[src/rtl/fdms_pkg.sv]
// Shared types, constants and codes for the frame-difference motion settle block.
// Used by every module under rtl/ except fdms_ram; depends on nothing else.
`timescale 1ns / 1ps

package fdms_pkg;

  // Frame geometry
  localparam int unsigned MaxFramePixels = 131072;
  localparam int unsigned AddrW          = $clog2(MaxFramePixels);
  // position saturates one past the maximum frame size
  localparam int unsigned PosW           = $clog2(MaxFramePixels + 2);

  // Field widths
  localparam int unsigned PixW     = 8;
  localparam int unsigned SumW     = 25;
  localparam int unsigned ThrW     = 12;
  localparam int unsigned LimW     = 8;
  localparam int unsigned ProdW    = ThrW + PosW;
  localparam int unsigned CfgAddrW = 3;
  localparam int unsigned CfgDataW = 32;

  localparam logic [PosW-1:0] PosMax   = PosW'(MaxFramePixels);
  localparam logic [SumW-1:0] SumMax   = '1;
  localparam logic [ThrW-1:0] ThrReset = ThrW'(80);
  localparam logic [LimW-1:0] LimReset = LimW'(30);

  // Opcode of an input beat
  localparam logic OpCompare = 1'b0;
  localparam logic OpLoad    = 1'b1;

  // Register map: register i at byte address 4*i
  typedef enum logic {
    REG_THRESHOLD    = 1'b0,
    REG_SETTLE_LIMIT = 1'b1
  } reg_idx_e;

  typedef enum logic [1:0] {
    KIND_LOADED   = 2'd0,
    KIND_DONE     = 2'd1,
    KIND_NO_REF   = 2'd2,
    KIND_MISMATCH = 2'd3
  } result_kind_e;

  typedef enum logic [1:0] {
    PH_WAITING  = 2'd0,
    PH_MOVING   = 2'd1,
    PH_SETTLING = 2'd2
  } phase_e;

  // Input beat
  typedef struct packed {
    logic            opcode;
    logic [PixW-1:0] pixel_value;
    logic            end_of_frame;
  } pixel_in_t;

  // Result beat
  typedef struct packed {
    result_kind_e    result_kind;
    logic            motion_seen;
    phase_e          machine_state;
    logic [7:0]      still_frames;
    logic            settled_now;
    logic            move_pending;
    logic [SumW-1:0] frame_diff_sum;
  } result_out_t;

  // Reference store access
  typedef struct packed {
    logic             we;
    logic             re;
    logic [AddrW-1:0] addr;
    logic [PixW-1:0]  wdata;
  } ram_req_t;

  // Pixel leaving the position/control stage
  typedef struct packed {
    logic            eof;
    logic            cmp;
    result_kind_e    kind;
    logic [PixW-1:0] pix;
    logic [PosW-1:0] count;
  } fetch_t;

  // Frame summary entering the settle machine
  typedef struct packed {
    result_kind_e     kind;
    logic [SumW-1:0]  sum;
    logic [ProdW-1:0] limit_prod;
  } frame_t;

endpackage

[src/rtl/fdms_diff_acc.sv]
// Absolute difference against the reference pixel and saturating frame sum.
// Also forms threshold*count for the motion test; depends on fdms_pkg.
`timescale 1ns / 1ps

module fdms_diff_acc (
  input  logic                      clk_i,
  input  logic                      rst_ni,
  input  logic                      advance_i,
  input  logic                      s1_valid_i,
  input  fdms_pkg::fetch_t          s1_i,
  input  logic [fdms_pkg::PixW-1:0] rdata_i,
  input  logic [fdms_pkg::ThrW-1:0] thr_i,
  output logic                      s2_valid_o,
  output fdms_pkg::frame_t          s2_o
);

  logic [fdms_pkg::SumW-1:0] acc_q, acc_d;
  logic                      s2_valid_q, s2_valid_d;
  fdms_pkg::frame_t          s2_q, s2_d;

  logic [fdms_pkg::PixW-1:0] diff;
  logic [fdms_pkg::SumW:0]   sum_wide;
  logic [fdms_pkg::SumW-1:0] sum_sat;

  // |pixel - reference|, zero where the beat does not compare
  always_comb begin
    if (!s1_i.cmp) begin
      diff = '0;
    end else if (rdata_i > s1_i.pix) begin
      diff = rdata_i - s1_i.pix;
    end else begin
      diff = s1_i.pix - rdata_i;
    end
  end

  // saturating accumulate
  assign sum_wide = {1'b0, acc_q} + (fdms_pkg::SumW + 1)'(diff);
  assign sum_sat  = sum_wide[fdms_pkg::SumW] ? fdms_pkg::SumMax : sum_wide[fdms_pkg::SumW-1:0];

  always_comb begin
    acc_d = acc_q;
    if (advance_i && s1_valid_i) begin
      acc_d = s1_i.eof ? '0 : sum_sat;
    end
  end

  // only last beats of a frame move on
  always_comb begin
    s2_valid_d      = advance_i ? (s1_valid_i && s1_i.eof) : s2_valid_q;
    s2_d.kind       = s1_i.kind;
    s2_d.sum        = sum_sat;
    s2_d.limit_prod = fdms_pkg::ProdW'(thr_i) * fdms_pkg::ProdW'(s1_i.count);
  end

  always_ff @(posedge clk_i or negedge rst_ni) begin
    if (!rst_ni) begin
      acc_q      <= '0;
      s2_valid_q <= 1'b0;
    end else begin
      acc_q      <= acc_d;
      s2_valid_q <= s2_valid_d;
    end
  end

  always_ff @(posedge clk_i) begin
    if (advance_i) begin
      s2_q <= s2_d;
    end
  end

  assign s2_valid_o = s2_valid_q;
  assign s2_o       = s2_q;

  a_acc_cleared: assert property (@(posedge clk_i) disable iff (!rst_ni)
    advance_i && s1_valid_i && s1_i.eof |=> acc_q == '0)
    else $error("frame sum not cleared after the last beat");

endmodule

[config.mk]
export PLATFORM = sky130hd
export DESIGN_NAME = fdms_diff_acc
export DESIGN_NICKNAME = d
export VERILOG_FILES = /design/src/rtl/fdms_pkg.sv /design/src/rtl/fdms_diff_acc.sv
export SDC_FILE = /design/constraint.sdc
export NUM_CORES = 1
export LEC_CHECK = 0
export ABC_AREA = 1
export BUFFER_PORTS_ARGS = -buffer_cell sky130_fd_sc_hd__buf_2
export CORE_AREA = 2 2 172 174
export CTS_BUF_LIST = sky130_fd_sc_hd__clkbuf_4
export DETAILED_ROUTE_END_ITERATION = 7
export DIE_AREA = 0 0 174 176
export RECOVER_POWER = 25
export SETUP_SLACK_MARGIN = 0.2
export SYNTH_ARGS = -nofsm -noshare
export SYNTH_HDL_FRONTEND = slang
export SYNTH_SLANG_ARGS = --single-unit
[constraint.sdc]
create_clock -name clk_i -period 2 [get_ports clk_i]
set_clock_uncertainty 0.05 [all_clocks]
set_input_delay 0 -clock clk_i [delete_from_list [all_inputs] [get_ports clk_i]]
set_output_delay 0 -clock clk_i [all_outputs]
set_load 0.02 [all_outputs]
After elaboration in Yosys (flattened, before gate mapping)
Index checks and enable logic that the tools add are counted.
{ "word_totals": {"reg_bits": 83, "elab_cells": 16, "output_inout_bits": 58, "input_bits": 54} }
{ "op_classes": {"magnitude_cmp": 1, "addsub": 3, "n_reduce_logical": 2, "multipliers": 1, "n_mux": 4} }
{ "ops": {"columns": ["operator", "n"], "rows": [
  ["25-bit 2-to-1 mux", 2],
  ["12-bit by 18-bit multiplier with 30-bit output", 1],
  ["25-bit by 8-bit adder with 26-bit output", 1],
  ["8-bit 2-to-1 mux", 2],
  ["8-bit subtractor", 2],
  ["8-bit > comparator", 1],
  ["1-bit logical AND", 2]
]} }

Longest topological paths before layout
{ "logic_depth": {"ltp_word": 6, "mapped_depth": 27, "ltp_nobuf": 26} }

Worst setup path before layout
OpenSTA, ideal clock, no wires.
{ "synth_timing": {"path_kind": "input port to flip-flop", "from": "input port thr_i[5] (netlist bit)", "to": "register s2_q (netlist bit s2_o[27]), data pin", "n_path_buf": 2, "arrival_time_ns": 4.346, "required_ns": 1.696, "path_stages": 19, "setup_time_ns": 0.254, "setup_slack_ns": -2.650, "cell_sequence": "clkbuf_1 > clkbuf_1 > nand2_1 > fa_1 > fa_1 > inv_1 > fa_1 > fa_1 > inv_1 > fa_1 > inv_1 > ha_1 > nand2_1 > nor2_1 > inv_1 > nor3_1 > nand3_1 > nand4_1 > nand2_1"} }
{ "synth_rtl": {"columns": ["item", "line_no", "text"], "rows": [
  ["from (decl)", "fdms_diff_acc.sv:12", "input logic [fdms_pkg::ThrW-1:0] thr_i,"],
  ["to (signal assigned)", "fdms_diff_acc.sv:67", "s2_q <= s2_d;"],
  ["to (decl)", "fdms_diff_acc.sv:19", "fdms_pkg::frame_t s2_q, s2_d;"]
]} }

==> flow_summary.toml <==
[timing]
drv_slew = 27
fin_ws_ns = -1.94
fin_setup_tns_ns = -66.09
hold_viol_final = 0
rsz0062_at_grt = "true"
fin_crit_sh_pct = 197
layout_min_cycle_time_ns = 3.94
worst_slew_pin_slew_ns = 1.62
fmax_ghz = 0.254
setup_viol = 77
slew_headroom_pct = -7.83

[critical_path]
crit_path_max_fanout = 8
slowest_delay_ns = 0.56
critPathRequiredTime_ns = 2.15
end_kind = "flip-flop"
worstPathCellList = "buf_12 > nand2_4 > inv_2 > fa_1 > inv_2 > fa_1 > inv_2 > fa_1 > fa_1 > inv_1 > fa_1 > inv_2 > ha_4 > a21oi_4 > nor2_2 > nor2_2 > nor2_1 > nor2_1 > o21ai_1 > xor2_1"
worst_ep_arrival_time_ns = 4.08
worst_path_max_delay_cell = "fa_1"
path_class = "in2reg"
crit_top_cell = "fa_1"
worstSetupStartpointType = "input pin"

[detailed_routing]
vias_per_cell = 4.78
wl_mm = 33.4
antenna_left = 0
drc = 0
dr.pass1.iters = 7
drt_iter0_drc = 512
wire_per_inst_um = 14.5
num_vias = 11000

[placement]
gp_congestion = 0.884
dpl.hpwl_mm = 26.2
portBuffers = 111
dp_slack_ns = -2.64

[pwr]
combPwrFrac_pct = 86.3
p_leak_nw = 9.36
p_per_area_nw_per_um2 = 1740
p_int_mw = 15.1
clkPwrFrac_pct = 3.6
p_sw_mw = 15.2
switching_share_pct = 50.2
seqPwrFrac_pct = 10.1
vdd_drop_max_uv = 2080

[clock_network]
cts_root_buf = "clkbuf_4"
path_clk_slew_ns = 0.16
cts_max_level = 3
cts_buffers = 9
cts_tree = "built"
clk_path_buf_depth = 2
clk_latency_ns = 0.46
clkSinkCount = 83

[synthesis]
synth_commonest_cells = "nand2_1, inv_1, fa_1"
synthDistinctLibCells = 34
yosysTopAreaCell = "fa_1"
syn_inst = 1607
synth.avg_cell_area_um2 = 7.57
ys.warnings.count = 0
yosys-top-cells-area = "fa_1, nand2_1, edfxtp_1"
yosysMostFrequentCell = "nand2_1"
synthArstFlopShare_pct = 31.3
syn-num-nets = 1915
synth_top_area_share_pct = 26.8
ys.flop_type = "edfxtp_1"
ys_seq_area_share_pct = 19.4
synth_seq_cells = 83
synth_edf_count = 57
syn_area_um2 = 12200

[layout]
drive_gt1_share_pct = 39.4
seq_area_um2 = 2360
nets = 2219
area_delta_synth_final_pct = 43.1
multi_input_area_um2 = 10100
fillCellCount = 2473

[hold_path]
hp-class = "in2reg"

[die]
io-pin-count = 112
row_count = 62
die_x_um = 174
die_y_um = 176
start_util_pct = 42.6
coreArea_um2 = 28500
die_area_um2 = 30600

[global_routing]
grt_first_pass_wirelength_mm = 54.7
first_global_vias = 11300
grt_usage_pct = 22.2
grt-ovfl-total = 0
antenna_found_initial = 1
grt_max_degree = 38

[job]
drv_cap = 1

[outcome]
failed_checks = "capacitance limit, slew limit, setup timing"
status = "complete, but fails checks"
-- power groups by stage --
stage | Clock, mW | Combinational (mW) | Sequential [mW]
2_1_floorplan | 0 | 13.0 | 3.50
3_3_place_gp | 0 | 20.4 | 3.08
3_5_place_dp | 0 | 20.5 | 3.08
4_1_cts | 1.13 | 23.2 | 3.05
5_1_grt | 1.18 | 28.4 | 3.10
6_report | 1.10 | 26.2 | 3.06
-- state kept, by name (all words and copies together) (netlist names) --
register,cells
s2_o,57
s2_valid_o,1
acc_q,25
-- worst max-delay path: cells and delay by family --
kind	cells	cell delay [ns]
xor gates and xnor gates	1	0.17
AOI/OAI and AO/OA	2	0.23
buffers and inverters	6	0.36
and+or+nand+nor	5	0.43
adders and majority gates	6	2.89
-- cell families (layout without fill, tap and decap cells) --
| kind of cell | after synthesis | in the layout | share of synthesized area, % |
|---|---|---|---|
| AO/OA/AOI/OAI | 68 | 68 | 3.02 |
| XOR/XNOR | 32 | 32 | 2.30 |
| adder cells (fa/ha/maj) | 254 | 254 | 36.2 |
| buffers and inverters | 450 | 759 | 14.1 |
| flip-flops | 83 | 83 | 19.4 |
| other | 0 | 1 | 0 |
| AND/OR/NAND/NOR | 720 | 720 | 25.0 |
-- metrics by stage --
stage               power (mW)  area [um2]  util [%]  instances  hold WS (ns)
finish                    30.3       17400      61.0       2301        0.0375
global route              32.7       17400      61.0       2301        0.0294
CTS                       27.3       16300      57.0       2278        0.0148
detailed placement        23.6       15000      52.5       2228        0.0218
global placement          23.5       15000      52.5       2228        0.0345
floorplan                 16.5       13200         -       1607        -0.346
-- layout by cell type (no fill, tap or decap), drive strengths merged, types with 16 or more instances in the layout --
cell type    n
a21oi       38
buf        329
clkbuf      17
dfrtp       26
edfxtp      57
fa         163
ha          91
inv        403
nand2      541
nand3       67
nand4       16
nor2        75
o21ai       19
xor2        26
-- what timing repair did --
item | in CTS | in global routing
resized for setup | 213 | 261
setup buffers | 25 | 22
hold buffers | 6 | 0
cloned | 3 | 0
pin swaps | 98 | 134
setup endpoints to repair | 76 | 76
endpoints found under the hold margin | 36 | 0
-- cell type report --
class                           instances  area share (%)
Multi-Input combinational cell       1074            58.0
Timing Repair Buffer                  343            16.0
Sequential cell                        83            13.6
Inverter                              400            8.77
Tap cell                              384            2.76
Clock inverter                          7           0.482
Clock buffer                            9           0.388
Antenna cell                            1          0.0144
-- per-layer routing --
layer / up-vias / GRT usage [%] / wire length, um
li1: 5343 / - / -
met1: 5375 / 27.8 / 14000
met2: 240 / 42.0 / 17800
met3: 42 / 1.85 / 1060
met4: 0 / 4.38 / 645
met5: - / 0 / 0
-- final timing paths --
check	from	endpoint	slack [ns]	cells after the start
worst min-delay path	s1_i[0]	s2_o[0]	0.04	4
worst max register to register	acc_q[0]	s2_o[38]	-0.06	8
max in group asynchronous	rst_ni	acc_q[21]	0.54	2
worst max-delay path	thr_i[8]	s2_o[18]	-1.94	20
worst min register to register	acc_q[0]	acc_q[0]	0.47	2
min in group asynchronous	rst_ni	acc_q[13]	0.42	2
Power figures use the tool's default switching activity.
