--- src/rtl/fdms_pkg.sv ---
// Shared types, constants and codes for the frame-difference motion settle block.
// Used by every module under rtl/ except fdms_ram; depends on nothing else.
`timescale 1ns / 1ps

package fdms_pkg;

  // Frame geometry
  localparam int unsigned MaxFramePixels = 131072;
  localparam int unsigned AddrW          = $clog2(MaxFramePixels);
  // position saturates one past the maximum frame size
  localparam int unsigned PosW           = $clog2(MaxFramePixels + 2);

  // Field widths
  localparam int unsigned PixW     = 8;
  localparam int unsigned SumW     = 25;
  localparam int unsigned ThrW     = 12;
  localparam int unsigned LimW     = 8;
  localparam int unsigned ProdW    = ThrW + PosW;
  localparam int unsigned CfgAddrW = 3;
  localparam int unsigned CfgDataW = 32;

  localparam logic [PosW-1:0] PosMax   = PosW'(MaxFramePixels);
  localparam logic [SumW-1:0] SumMax   = '1;
  localparam logic [ThrW-1:0] ThrReset = ThrW'(80);
  localparam logic [LimW-1:0] LimReset = LimW'(30);

  // Opcode of an input beat
  localparam logic OpCompare = 1'b0;
  localparam logic OpLoad    = 1'b1;

  // Register map: register i at byte address 4*i
  typedef enum logic {
    REG_THRESHOLD    = 1'b0,
    REG_SETTLE_LIMIT = 1'b1
  } reg_idx_e;

  typedef enum logic [1:0] {
    KIND_LOADED   = 2'd0,
    KIND_DONE     = 2'd1,
    KIND_NO_REF   = 2'd2,
    KIND_MISMATCH = 2'd3
  } result_kind_e;

  typedef enum logic [1:0] {
    PH_WAITING  = 2'd0,
    PH_MOVING   = 2'd1,
    PH_SETTLING = 2'd2
  } phase_e;

  // Input beat
  typedef struct packed {
    logic            opcode;
    logic [PixW-1:0] pixel_value;
    logic            end_of_frame;
  } pixel_in_t;

  // Result beat
  typedef struct packed {
    result_kind_e    result_kind;
    logic            motion_seen;
    phase_e          machine_state;
    logic [7:0]      still_frames;
    logic            settled_now;
    logic            move_pending;
    logic [SumW-1:0] frame_diff_sum;
  } result_out_t;

  // Reference store access
  typedef struct packed {
    logic             we;
    logic             re;
    logic [AddrW-1:0] addr;
    logic [PixW-1:0]  wdata;
  } ram_req_t;

  // Pixel leaving the position/control stage
  typedef struct packed {
    logic            eof;
    logic            cmp;
    result_kind_e    kind;
    logic [PixW-1:0] pix;
    logic [PosW-1:0] count;
  } fetch_t;

  // Frame summary entering the settle machine
  typedef struct packed {
    result_kind_e     kind;
    logic [SumW-1:0]  sum;
    logic [ProdW-1:0] limit_prod;
  } frame_t;

endpackage

--- src/rtl/fdms_settle_fsm.sv ---
// Motion decision, waiting/moving/settling machine and the result register.
// Drives the pipeline hold; depends on fdms_pkg.
`timescale 1ns / 1ps

module fdms_settle_fsm (
  input  logic                      clk_i,
  input  logic                      rst_ni,
  input  logic                      s2_valid_i,
  input  fdms_pkg::frame_t          s2_i,
  input  logic [fdms_pkg::LimW-1:0] limit_i,
  input  logic                      out_stall_i,
  output logic                      hold_o,
  output logic                      out_valid_o,
  output fdms_pkg::result_out_t     out_data_o
);

  fdms_pkg::phase_e          phase_q, phase_d;
  logic [7:0]                cnt_q, cnt_d;
  logic                      move_q, move_d;
  logic                      out_valid_q, out_valid_d;
  fdms_pkg::result_out_t     out_data_q, out_data_d;

  logic                      take;
  logic                      fire;
  logic                      moving;
  logic                      settled;
  logic [7:0]                cnt_inc;
  fdms_pkg::phase_e          phase_n;
  logic [7:0]                cnt_n;
  logic                      move_n;

  // output slot free or draining this cycle
  assign take   = !out_valid_q || !out_stall_i;
  assign fire   = s2_valid_i && take;
  assign hold_o = s2_valid_i && !take;

  // mean > threshold, as sum*16 > threshold_q4*count
  assign moving  = fdms_pkg::ProdW'({s2_i.sum, 4'b0000}) > s2_i.limit_prod;
  assign cnt_inc = (cnt_q != 8'hFF) ? cnt_q + 8'd1 : cnt_q;

  // next machine state for the frame at the head
  always_comb begin
    phase_n = phase_q;
    cnt_n   = cnt_q;
    move_n  = move_q;
    settled = 1'b0;
    unique case (s2_i.kind)
      fdms_pkg::KIND_LOADED: begin
        phase_n = fdms_pkg::PH_WAITING;
        cnt_n   = '0;
        move_n  = 1'b0;
      end
      fdms_pkg::KIND_DONE: begin
        unique case (phase_q)
          fdms_pkg::PH_WAITING: begin
            if (moving) begin
              phase_n = fdms_pkg::PH_MOVING;
              cnt_n   = '0;
            end
          end
          fdms_pkg::PH_MOVING: begin
            if (!moving) begin
              phase_n = fdms_pkg::PH_SETTLING;
              cnt_n   = 8'd1;
            end
          end
          fdms_pkg::PH_SETTLING: begin
            if (moving) begin
              phase_n = fdms_pkg::PH_MOVING;
              cnt_n   = '0;
            end else begin
              cnt_n = cnt_inc;
              if (cnt_inc >= limit_i) begin
                phase_n = fdms_pkg::PH_WAITING;
                move_n  = 1'b1;
                settled = 1'b1;
              end
            end
          end
          default: begin
            phase_n = phase_q;
          end
        endcase
      end
      fdms_pkg::KIND_NO_REF, fdms_pkg::KIND_MISMATCH: begin
        phase_n = phase_q;
      end
    endcase
  end

  // commit and form the result beat
  always_comb begin
    phase_d     = fire ? phase_n : phase_q;
    cnt_d       = fire ? cnt_n : cnt_q;
    move_d      = fire ? move_n : move_q;
    out_valid_d = take ? s2_valid_i : out_valid_q;

    out_data_d.result_kind    = s2_i.kind;
    out_data_d.motion_seen    = (s2_i.kind == fdms_pkg::KIND_DONE) && moving;
    out_data_d.machine_state  = phase_n;
    out_data_d.still_frames   = cnt_n;
    out_data_d.settled_now    = settled;
    out_data_d.move_pending   = move_n;
    out_data_d.frame_diff_sum = (s2_i.kind == fdms_pkg::KIND_DONE) ? s2_i.sum : '0;
  end

  always_ff @(posedge clk_i or negedge rst_ni) begin
    if (!rst_ni) begin
      phase_q     <= fdms_pkg::PH_WAITING;
      cnt_q       <= '0;
      move_q      <= 1'b0;
      out_valid_q <= 1'b0;
    end else begin
      phase_q     <= phase_d;
      cnt_q       <= cnt_d;
      move_q      <= move_d;
      out_valid_q <= out_valid_d;
    end
  end

  always_ff @(posedge clk_i) begin
    if (fire) begin
      out_data_q <= out_data_d;
    end
  end

  assign out_valid_o = out_valid_q;
  assign out_data_o  = out_data_q;

  a_moving_count: assert property (@(posedge clk_i) disable iff (!rst_ni)
    phase_q == fdms_pkg::PH_MOVING |-> cnt_q == '0)
    else $error("still counter nonzero while moving");

  a_settling_count: assert property (@(posedge clk_i) disable iff (!rst_ni)
    phase_q == fdms_pkg::PH_SETTLING |-> cnt_q != '0)
    else $error("still counter zero while settling");

  a_settle_flag: assert property (@(posedge clk_i) disable iff (!rst_ni)
    fire && settled |=> move_q && phase_q == fdms_pkg::PH_WAITING)
    else $error("settling did not latch the move flag");

endmodule
--- config.mk ---
export PLATFORM = sky130hd
export DESIGN_NAME = fdms_settle_fsm
export DESIGN_NICKNAME = d
export VERILOG_FILES = /design/src/rtl/fdms_pkg.sv /design/src/rtl/fdms_settle_fsm.sv
export SDC_FILE = /design/constraint.sdc
export NUM_CORES = 1
export LEC_CHECK = 0
export BUFFER_PORTS_ARGS = -buffer_cell sky130_fd_sc_hd__buf_4
export CORE_ASPECT_RATIO = 1.1
export CORE_MARGIN = 2
export CORE_UTILIZATION = 46
export CTS_CLUSTER_DIAMETER = 200
export CTS_CLUSTER_SIZE = 30
export DETAILED_ROUTE_END_ITERATION = 16
export PLACE_DENSITY_LB_ADDON = 0.15
export SETUP_SLACK_MARGIN = 0.05
export SLEW_MARGIN = 10
export SYNTH_ARGS = -nofsm -noshare
export SYNTH_HDL_FRONTEND = slang
export SYNTH_SLANG_ARGS = --single-unit
--- constraint.sdc ---
create_clock -name clk_i -period 2.58 [get_ports clk_i]
set_input_delay 0.129 -clock clk_i [delete_from_list [all_inputs] [get_ports clk_i]]
set_output_delay 0.129 -clock clk_i [all_outputs]
set_load 0.01 [all_outputs]
Word level (Yosys, flattened, before mapping)
Cells that the tools add are included.
Widths: inputs -> output; s select.
{"block": "totals", "reg_bits": 52, "output_inout_bits": 42, "elab_cells": 50, "inputBits": 69}
{"block": "op_classes", "mux": 17, "reduce_logical": 11, "bitwise_logic": 2, "n_addsub": 1, "n_eq_ne": 6, "magnitude_cmp": 2}
{"cell": "$mux 8", "count": 4}
{"cell": "$gt 29x30->1", "count": 1}
{"cell": "$pmux 8 s3", "count": 1}
{"cell": "$pmux 8 s2", "count": 1}
{"cell": "$pmux 2 s3", "count": 2}
{"cell": "$add 8x1->8 const B", "count": 1}
{"cell": "$ge 8x8->1", "count": 1}
{"cell": "$mux 2", "count": 4}
{"cell": "$ne 8x8->1 const B", "count": 1}
{"cell": "$eq 2x2->1 const B", "count": 3}
{"cell": "$eq 2x1->1 const B", "count": 2}
{"cell": "$logic_not 2->1", "count": 2}
{"cell": "$mux 1", "count": 4}
{"cell": "$logic_and 1x1->1", "count": 3}
{"cell": "$logic_not 1->1", "count": 3}
{"cell": "$reduce_or 3->1", "count": 1}
{"cell": "$not 1->1", "count": 2}
{"cell": "$pmux 1 s2", "count": 1}
{"cell": "$reduce_or 2->1", "count": 1}
{"cell": "$logic_or 1x1->1", "count": 1}

Longest topological paths before layout
Gate-level depths: netlist (run 1).
{"block": "logic_depth", "ltp_word": 7, "ltp_mapped": 13, "ltp_nobuf": 13}

Least setup slack after synthesis (run 1)
Ideal clock, no wire load.
{"block": "synth_timing", "path_type": "register to register", "start": "register cnt_q[0]", "end": "register out_data_q (netlist bit out_data_o[25]) (data pin)", "t_arrival_ps": 2577, "slack_ps": -251, "synth_period_minus_slack_ps": 2831, "stages_incl_launch_ff": 14, "path_buffers": 0, "t_required_ps": 2326, "setup_time_ps": 254, "cell_sequence": "dfrtp_1 ha_1 and4_1 nand4_1 and2b_2 nand2_1 xnor2_1 ha_1 and2_1 o21ai_0 o21ai_0 o22ai_1 o31a_1 nor2_1"}
{"block": "synth_via", "elab_chain_cells": 7, "elab_cells_between_ends": 8, "cone_classes": "add/sub (1); order compare (1); eq/ne (1); mux (5)"}
{"item": "start, declared", "line_no": "fdms_settle_fsm.sv:18", "text": "logic [7:0] cnt_q, cnt_d;"}
{"item": "start signal, assigned", "line_no": "fdms_settle_fsm.sv:115", "text": "cnt_q <= cnt_d;"}
{"item": "$add 8x1->8 / $ne 8x8->1 (equally long branches)", "line_no": "fdms_settle_fsm.sv:39", "text": "assign cnt_inc = (cnt_q != 8'hFF) ? cnt_q + 8'd1 : cnt_q;"}
{"item": "$mux 8 (*)", "line_no": "fdms_settle_fsm.sv:39"}
{"item": "$ge 8x8->1 (*)", "line_no": "fdms_settle_fsm.sv:73", "text": "if (cnt_inc >= limit_i) begin"}
{"item": "$mux 1 (*)", "line_no": "fdms_settle_fsm.sv:73"}
{"item": "$mux 1 (*)", "line_no": "fdms_settle_fsm.sv:68", "text": "if (moving) begin"}
{"item": "$mux 1 (*)", "line_no": "fdms_settle_fsm.sv:54", "text": "unique case (phase_q)"}
{"item": "$pmux 1 s2 (*)", "line_no": "fdms_settle_fsm.sv:47", "text": "unique case (s2_i.kind)"}
{"item": "net move_n", "line_no": "fdms_settle_fsm.sv:30", "text": "logic move_n;"}
{"item": "end signal, assigned", "line_no": "fdms_settle_fsm.sv:123", "text": "out_data_q <= out_data_d;"}
{"item": "end, declared", "line_no": "fdms_settle_fsm.sv:21", "text": "fdms_pkg::result_out_t out_data_q, out_data_d;"}
Mark *: on every way through the listed nets, which the timed path passes. The rest lies on a longest branch.
A chain may end at the register's enable or synchronous reset.

Worst setup path in the final report (run 1)
{"block": "layout_timing", "start": "register cnt_q[1]", "end": "register out_data_q (netlist bit out_data_o[25]) (data pin)"}
The elaborated chain is that of the path after synthesis.

==> metrics, run 1 <==
Final min period=about 2700 ps; initial core utilization=47.4%; Buffers & Inverters on Critical Path=1; Rel. slew slack=63.7%; Max Slew Vio Count=0; total I/O pin count=roughly 110; via count=just over 3000; mux cell area share after synthesis=a little over 1%; crit start category=register; Final Skew=around 9.5 ps; wire length of the first global-routing pass=between 10 and 15 mm; worst-skew pair later-pin latency=about 300 ps; Longest Clk Path Bufs=2; # diodes=0; number of synthesized flops with an enable pin=40; worst-path cell chain=ha_2 -> and4_4 -> nand4_1 -> buf_4 -> mux2_4 -> ha_4 -> a21o_1 -> a21oi_2 -> o21ai_2 -> o22ai_4 -> o31a_1 -> nor2_1; syn_area_per_cell=a little over 10 um2; ys async rst share=23.1%; Die Ht=93.4 um; post-synthesis cell count=330; initial antenna violation count=0; post-synthesis compound-gate area fraction=16.2%; Port Buffers=110; adder-cell share of the synthesized area=roughly an eighth; fmax=~370 MHz; initial DRC count=140; Worst Hold Class=input port to register; total of max-cap violations=0; width of the die=85.3 um; DR DRC count=0; Layout area overhead=37.4%; clock sink total=52; pwr/cell area=~560 nW/um2; Seq cells post-synth=between 50 and 60; Rows=32; vias in the first global route=~3000; Core ar.=about 7000 um2; Die ar.=about 8000 um2; total congestion overflow=0; clk slew on worst S/H paths=~90 ps; crit-path max cell delay=370 ps; DP Area=between 4000 and 5000 um2; Top FF cell, synth=edfxtp_1; xor/xnor share of the synthesized area=less than 1%; Slew @ Worst Pin=around 540 ps; post-layout util=65.2%; failing checks=negative setup slack; fraction of layout cells with a size suffix above 1=36.9%; Routed Antenna Nets=0; fin crit share=105%; Worst EP required=around 2700 ps; WHS=45.4 ps; largest net degree at the start of global routing=43; H-tree depth=2; Seq/Total Area, Yosys=between 40 and 50%; VDD IR max=0.000296 V; Tot GR Track Use=between 20 and 25%; WL per Instance=around 16 um; Placer Congestion=about 0.94; kind of critical path=register to register; synthesized cell area=3340 um2; Critical Path End Type=register; RSZ-0062 raised after global routing=yes; CTS tree=yes; clock root buffer=clkbuf_8; post-DR vias/cell=5.55; final wirelength=between 8 and 9 mm; Post-Layout Inst Area=around 4600 um2; dpl hpwl=about 6.6 mm; CTS Buf Count=5; status=complete, but fails checks; leakage=approximately 2.2 nW; crit path max-delay cell type=dfrtp_1; synth unique cells=56; Critical Path AT=~2800 ps; Final setup viols=3; largest family of logic cells by synthesized area=simple AND/OR/NAND/NOR gates; Setup WS post-layout=-127 ps; syn nets=about 430; Hold Vio Cnt, Final=0; Post-Synth Simple-Gate Area=16.7%; crit-path leading delay family=compound AO/OA/AOI/OAI gates; synth warn=0; Final #Nets=566; Crit Path Max Fanout=4; Detailed Routing Iterations Pass 1=4
==> through the flow <==
stage / power [mW] / cells / setup TNS, ps / setup WS, ps
floorplan: 1.63 / 330 / -390 / -187
global placement: 1.97 / 536 / -844 / -256
detailed placement: 2.00 / 536 / -1280 / -340
CTS: 2.54 / 548 / -179 / -78.6
global route: 2.71 / 549 / -950 / -270
finish: 2.56 / 549 / -277 / -127
==> path summary, 6_finish.rpt <==
check                                 start  slack (ps)        endpoint  depth (start not counted)
worst max register to register     cnt_q[1]        -130  out_data_o[25]                         12
worst min-delay path             s2_valid_i          50     out_valid_o                          2
min in group asynchronous            rst_ni         200        cnt_q[4]                          2
worst max-delay path               cnt_q[1]        -130  out_data_o[25]                         12
worst min register to register  out_valid_o         550     out_valid_o                          2
max in group asynchronous            rst_ni        2210        cnt_q[2]                          2
==> Yosys cell counts, drive strengths merged, types with 2 or more instances <==
cell type,instances,share of area (%)
buf,3,0.45
a2bb2oi,2,0.52
a31oi,3,0.56
nand2,24,2.7
a21oi,20,3.0
edfxtp,40,36
o22ai,4,0.75
and3,27,5.1
ha,34,13
xnor2,3,0.79
o21ai,9,1.3
a32o,2,0.60
clkbuf,12,2.5
a22o,2,0.52
a32oi,6,1.6
nand2b,4,0.75
nor2,17,1.9
o21bai,2,0.45
o211ai,3,0.67
mux2,3,1.0
nand4,7,1.3
inv,41,4.6
and2,3,0.67
nor3,4,0.60
o21a,3,0.67
o31ai,3,0.67
a22oi,2,0.45
dfrtp,12,9.0
a21o,2,0.45
nand3,10,1.6
or3,2,0.37
==> placed cells by master (no fill, tap or decap), types with 2 or more instances in the layout <==
master     count
buf_4        140
inv_1         40
edfxtp_1      40
ha_1          32
and3_1        27
nand2_1       23
a21oi_1       18
nor2_1        16
dfrtp_1       12
nand3_1        9
nand4_1        7
a32oi_1        6
o21ai_0        5
clkbuf_8       5
nand2b_1       4
nor3_1         4
o21a_1         3
o211ai_1       3
o22ai_1        3
a31oi_1        3
o31ai_1        3
xnor2_1        2
mux2_2         2
o21bai_1       2
a2bb2oi_1      2
a21o_1         2
clkinv_1       2
a22o_1         2
a22oi_1        2
or3_1          2
a32o_1         2
a21oi_2        2
o21ai_2        2
o21ai_1        2
==> power by group <==
part | leakage (nW) | internal [mW] | switching, mW
Sequential | 0.549 | 1.01 | 0.0739
Clock | 0.0534 | 0.249 | 0.259
Combinational | 1.62 | 0.462 | 0.507
Total | 2.22 | 1.72 | 0.839
==> final cells by class <==
class	count	area, um2
Tap cell	85	106
Clock inverter	1	5.00
Sequential cell	52	1500
Inverter	42	158
Timing Repair Buffer	141	1060
Clock buffer	7	97.6
Fill cell	566	2450
Multi-Input combinational cell	221	1660
==> state kept, by name, indices dropped and copies added (netlist names) <==
| name | flops |
|---|---|
| move_q | 1 |
| phase_q | 2 |
| cnt_q | 8 |
| out_data_o | 40 |
| out_valid_o | 1 |
==> metal layers <==
layer	share of wire, %	GRT usage (%)	wire, um
met1	40	26.3	3420
met2	52	38.7	4460
met3	6.8	3.71	582
met4	1.6	7.41	136
met5	0	0	0
==> what timing repair did <==
| item | CTS | global route |
|---|---|---|
| buffers inserted | 3 | 1 |
| setup endpoints to repair | 5 | 6 |
| pin swaps | 8 | 3 |
| gates resized for setup | 6 | 9 |
| endpoints found under the hold margin | 12 | 0 |
| hold buffers | 1 | 0 |
==> cell families after synthesis <==
logic type	Yosys count
adder cells (fa/ha/maj)	34
AND/OR/NAND/NOR	105
AO/OA/AOI/OAI	76
XOR/XNOR	3
flip-flops	52
buffers and inverters	57
multiplexers	3
No activity file was read; power rests on OpenSTA's default activity.
==> inputs of run 2 (changes only) <==
--- a/config.mk
+++ b/config.mk
@@ -13,6 +13,7 @@
 export CTS_CLUSTER_SIZE = 30
 export DETAILED_ROUTE_END_ITERATION = 16
 export PLACE_DENSITY_LB_ADDON = 0.15
+export RECOVER_POWER = 50
 export SETUP_SLACK_MARGIN = 0.05
 export SLEW_MARGIN = 10
 export SYNTH_ARGS = -nofsm -noshare
==> run 2 against run 1 <==
Effect of this change: sequential cell count unchanged; via count decreased by 0.82%; worst setup slack improved by 1.9 ps; the flow still finishes with violations (negative setup slack); utilization decreased by 1.7 points; count of clock-buffer cells in the layout unchanged; clock power about the same; non-clock buffer count unchanged; sequential power about the same; maximum frequency about the same; sequential share of layout area increased by 0.88 points.
==> metrics, run 2 (same netlist as run 1, synthesis figures left out) <==
Final setup viols=3 (unchanged); Worst Hold Class=input port to register; Critical Path AT=2770 ps (about the same); Die Ht=93.4 um (unchanged); via count=3022 (-0.82%); final setup TNS=-252 ps (+24.2 ps); Final min period=2700 ps (-1.93 ps); clk slew on worst S/H paths=90 ps (about the same); Crit Path Max Fanout=4 (unchanged); total congestion overflow=0 (unchanged); clock root buffer=clkbuf_8; Routed Antenna Nets=0 (unchanged); VDD IR max=0.000294 V (-0.49%); Layout area overhead=33.8%; Final Skew=9.57 ps (+0.0181 ps); DP Area=4380 um2 (unchanged); crit-path max cell delay=370 ps (about the same); fmax=370 MHz (about the same); width of the die=85.3 um (unchanged); final wirelength=8.57 mm (-0.35%); CTS tree=yes; pwr/cell area=565 nW/um2 (+1.4%); vias in the first global route=2962 (unchanged); leakage=2.10 nW (-5.4%); crit-path leading delay family=compound AO/OA/AOI/OAI gates; Critical Path End Type=register; Die ar.=7970 um2 (unchanged); Setup WS post-layout=-125 ps (+1.93 ps); WHS=45.4 ps (+0.0295 ps); WL per Instance=15.6 um (-0.35%); total I/O pin count=111 (unchanged); Buffers & Inverters on Critical Path=1 (unchanged); worst-path cell chain=ha_2 -> and4_4 -> nand4_1 -> buf_4 -> mux2_4 -> ha_4 -> a21o_1 -> a21oi_2 -> o21ai_2 -> o22ai_4 -> o31a_1 -> nor2_1; # diodes=0 (unchanged); Longest Clk Path Bufs=2 (unchanged); commonest non-fill, non-tap cell in the layout=buf_4; post-DR vias/cell=5.50 (-0.82%); Max Slew Vio Count=0 (unchanged); crit start category=register; initial core utilization=47.4% (unchanged); Slew @ Worst Pin=902 ps (+357 ps); failing checks=negative setup slack; initial antenna violation count=0 (unchanged); Rows=32 (unchanged); Final #Nets=566 (unchanged); crit path max-delay cell type=dfrtp_1; Post-Layout Inst Area=4470 um2 (-2.6%); dpl hpwl=6.61 mm (unchanged); Hold Vio Cnt, Final=0 (unchanged); post-layout util=63.5% (-1.7 points); area taken by flip-flops and latches=1500 um2 (unchanged); Tot GR Track Use=21.7% (unchanged); worst-skew pair later-pin latency=300 ps (about the same); fraction of layout cells with a size suffix above 1=30.0% (-6.9 points); Placer Congestion=0.943 (unchanged); Core ar.=7050 um2 (unchanged); clock sink total=52 (unchanged); fin crit share=105% (about the same); # fillers=589 (+4.1%); initial DRC count=116 (-17%); most frequent cells in the layout=108 x buf_4, 40 x inv_1, 40 x edfxtp_1; RSZ-0062 raised after global routing=yes; largest net degree at the start of global routing=43 (unchanged); H-tree depth=2 (unchanged); kind of critical path=register to register; DR DRC count=0 (unchanged); max FFs per register=40 (unchanged); Post-Place Cells=536 (unchanged); Detailed Routing Iterations Pass 1=5 (+1); Port Buffers=110 (unchanged); total of max-cap violations=0 (unchanged); Worst EP required=2640 ps (about the same); wire length of the first global-routing pass=13.8 mm (unchanged); status=complete, but fails checks; CTS Buf Count=5 (unchanged); multi-input logic area=1660 um2 (unchanged); Rel. slew slack=39.9% (-24 points); fin cells=549 (unchanged)
[run 2: path summary, 6_finish.rpt]
| kind | start | endpoint | slack (ps) | cells past startpoint |
|---|---|---|---|---|
| min in group asynchronous | rst_ni | cnt_q[4] | 390 | 2 |
| worst min register to register | out_valid_o | out_valid_o | 550 | 2 |
| worst max register to register | cnt_q[1] | out_data_o[25] | -120 | 12 |
| max in group asynchronous | rst_ni | phase_q[1] | 1720 | 2 |
| worst max-delay path | cnt_q[1] | out_data_o[25] | -120 | 12 |
| worst min-delay path | s2_valid_i | out_valid_o | 50 | 2 |
[run 2: routing by layer]
| layer | GRT usage (%) | routed length, um |
|---|---|---|
| met1 | 26.3 | 3450 |
| met5 | 0 | 0 |
| met2 | 38.7 | 4380 |
| met3 | 3.71 | 602 |
| met4 | 7.41 | 135 |
[run 2: report_power, final]
group	internal (mW)	switching [mW]
combinational	0.436	0.503
clock	0.249	0.258
sequential	1.01	0.0722
total	1.69	0.833
[run 2: layout make-up]
| class | count | share of cell area (%) |
|---|---|---|
| Clock buffer | 7 | 2.18 |
| Clock inverter | 1 | 0.112 |
| Inverter | 42 | 3.52 |
| Multi-Input combinational cell | 221 | 37.2 |
| Sequential cell | 52 | 33.6 |
| Tap cell | 85 | 2.38 |
| Timing Repair Buffer | 141 | 21.0 |
[run 2: per-stage QoR]
| stage | setup WS, ps | total power [mW] |
|---|---|---|
| floorplan | -187 | 1.63 |
| global placement | -256 | 1.97 |
| detailed placement | -340 | 2.00 |
| CTS | -78.6 | 2.54 |
| global route | -270 | 2.69 |
| finish | -125 | 2.53 |
[run 2: timing repair]
item / CTS / global route
pin swaps: 8 / 3
buffers inserted: 3 / 1
resized for setup: 6 / 9
endpoints found under the setup margin: 5 / 6
hold buffers: 1 / 0
endpoints found under the hold margin: 12 / 0
[run 2: worst reg2reg max path, stage by stage, from the launching register on]
cell	delay, ps
dfrtp_1	370
ha_2	180
and4_4	210
nand4_1	150
buf_4	200
mux2_4	310
ha_4	210
a21o_1	180
a21oi_2	120
o21ai_2	80
o22ai_4	240
o31a_1	180
nor2_1	50
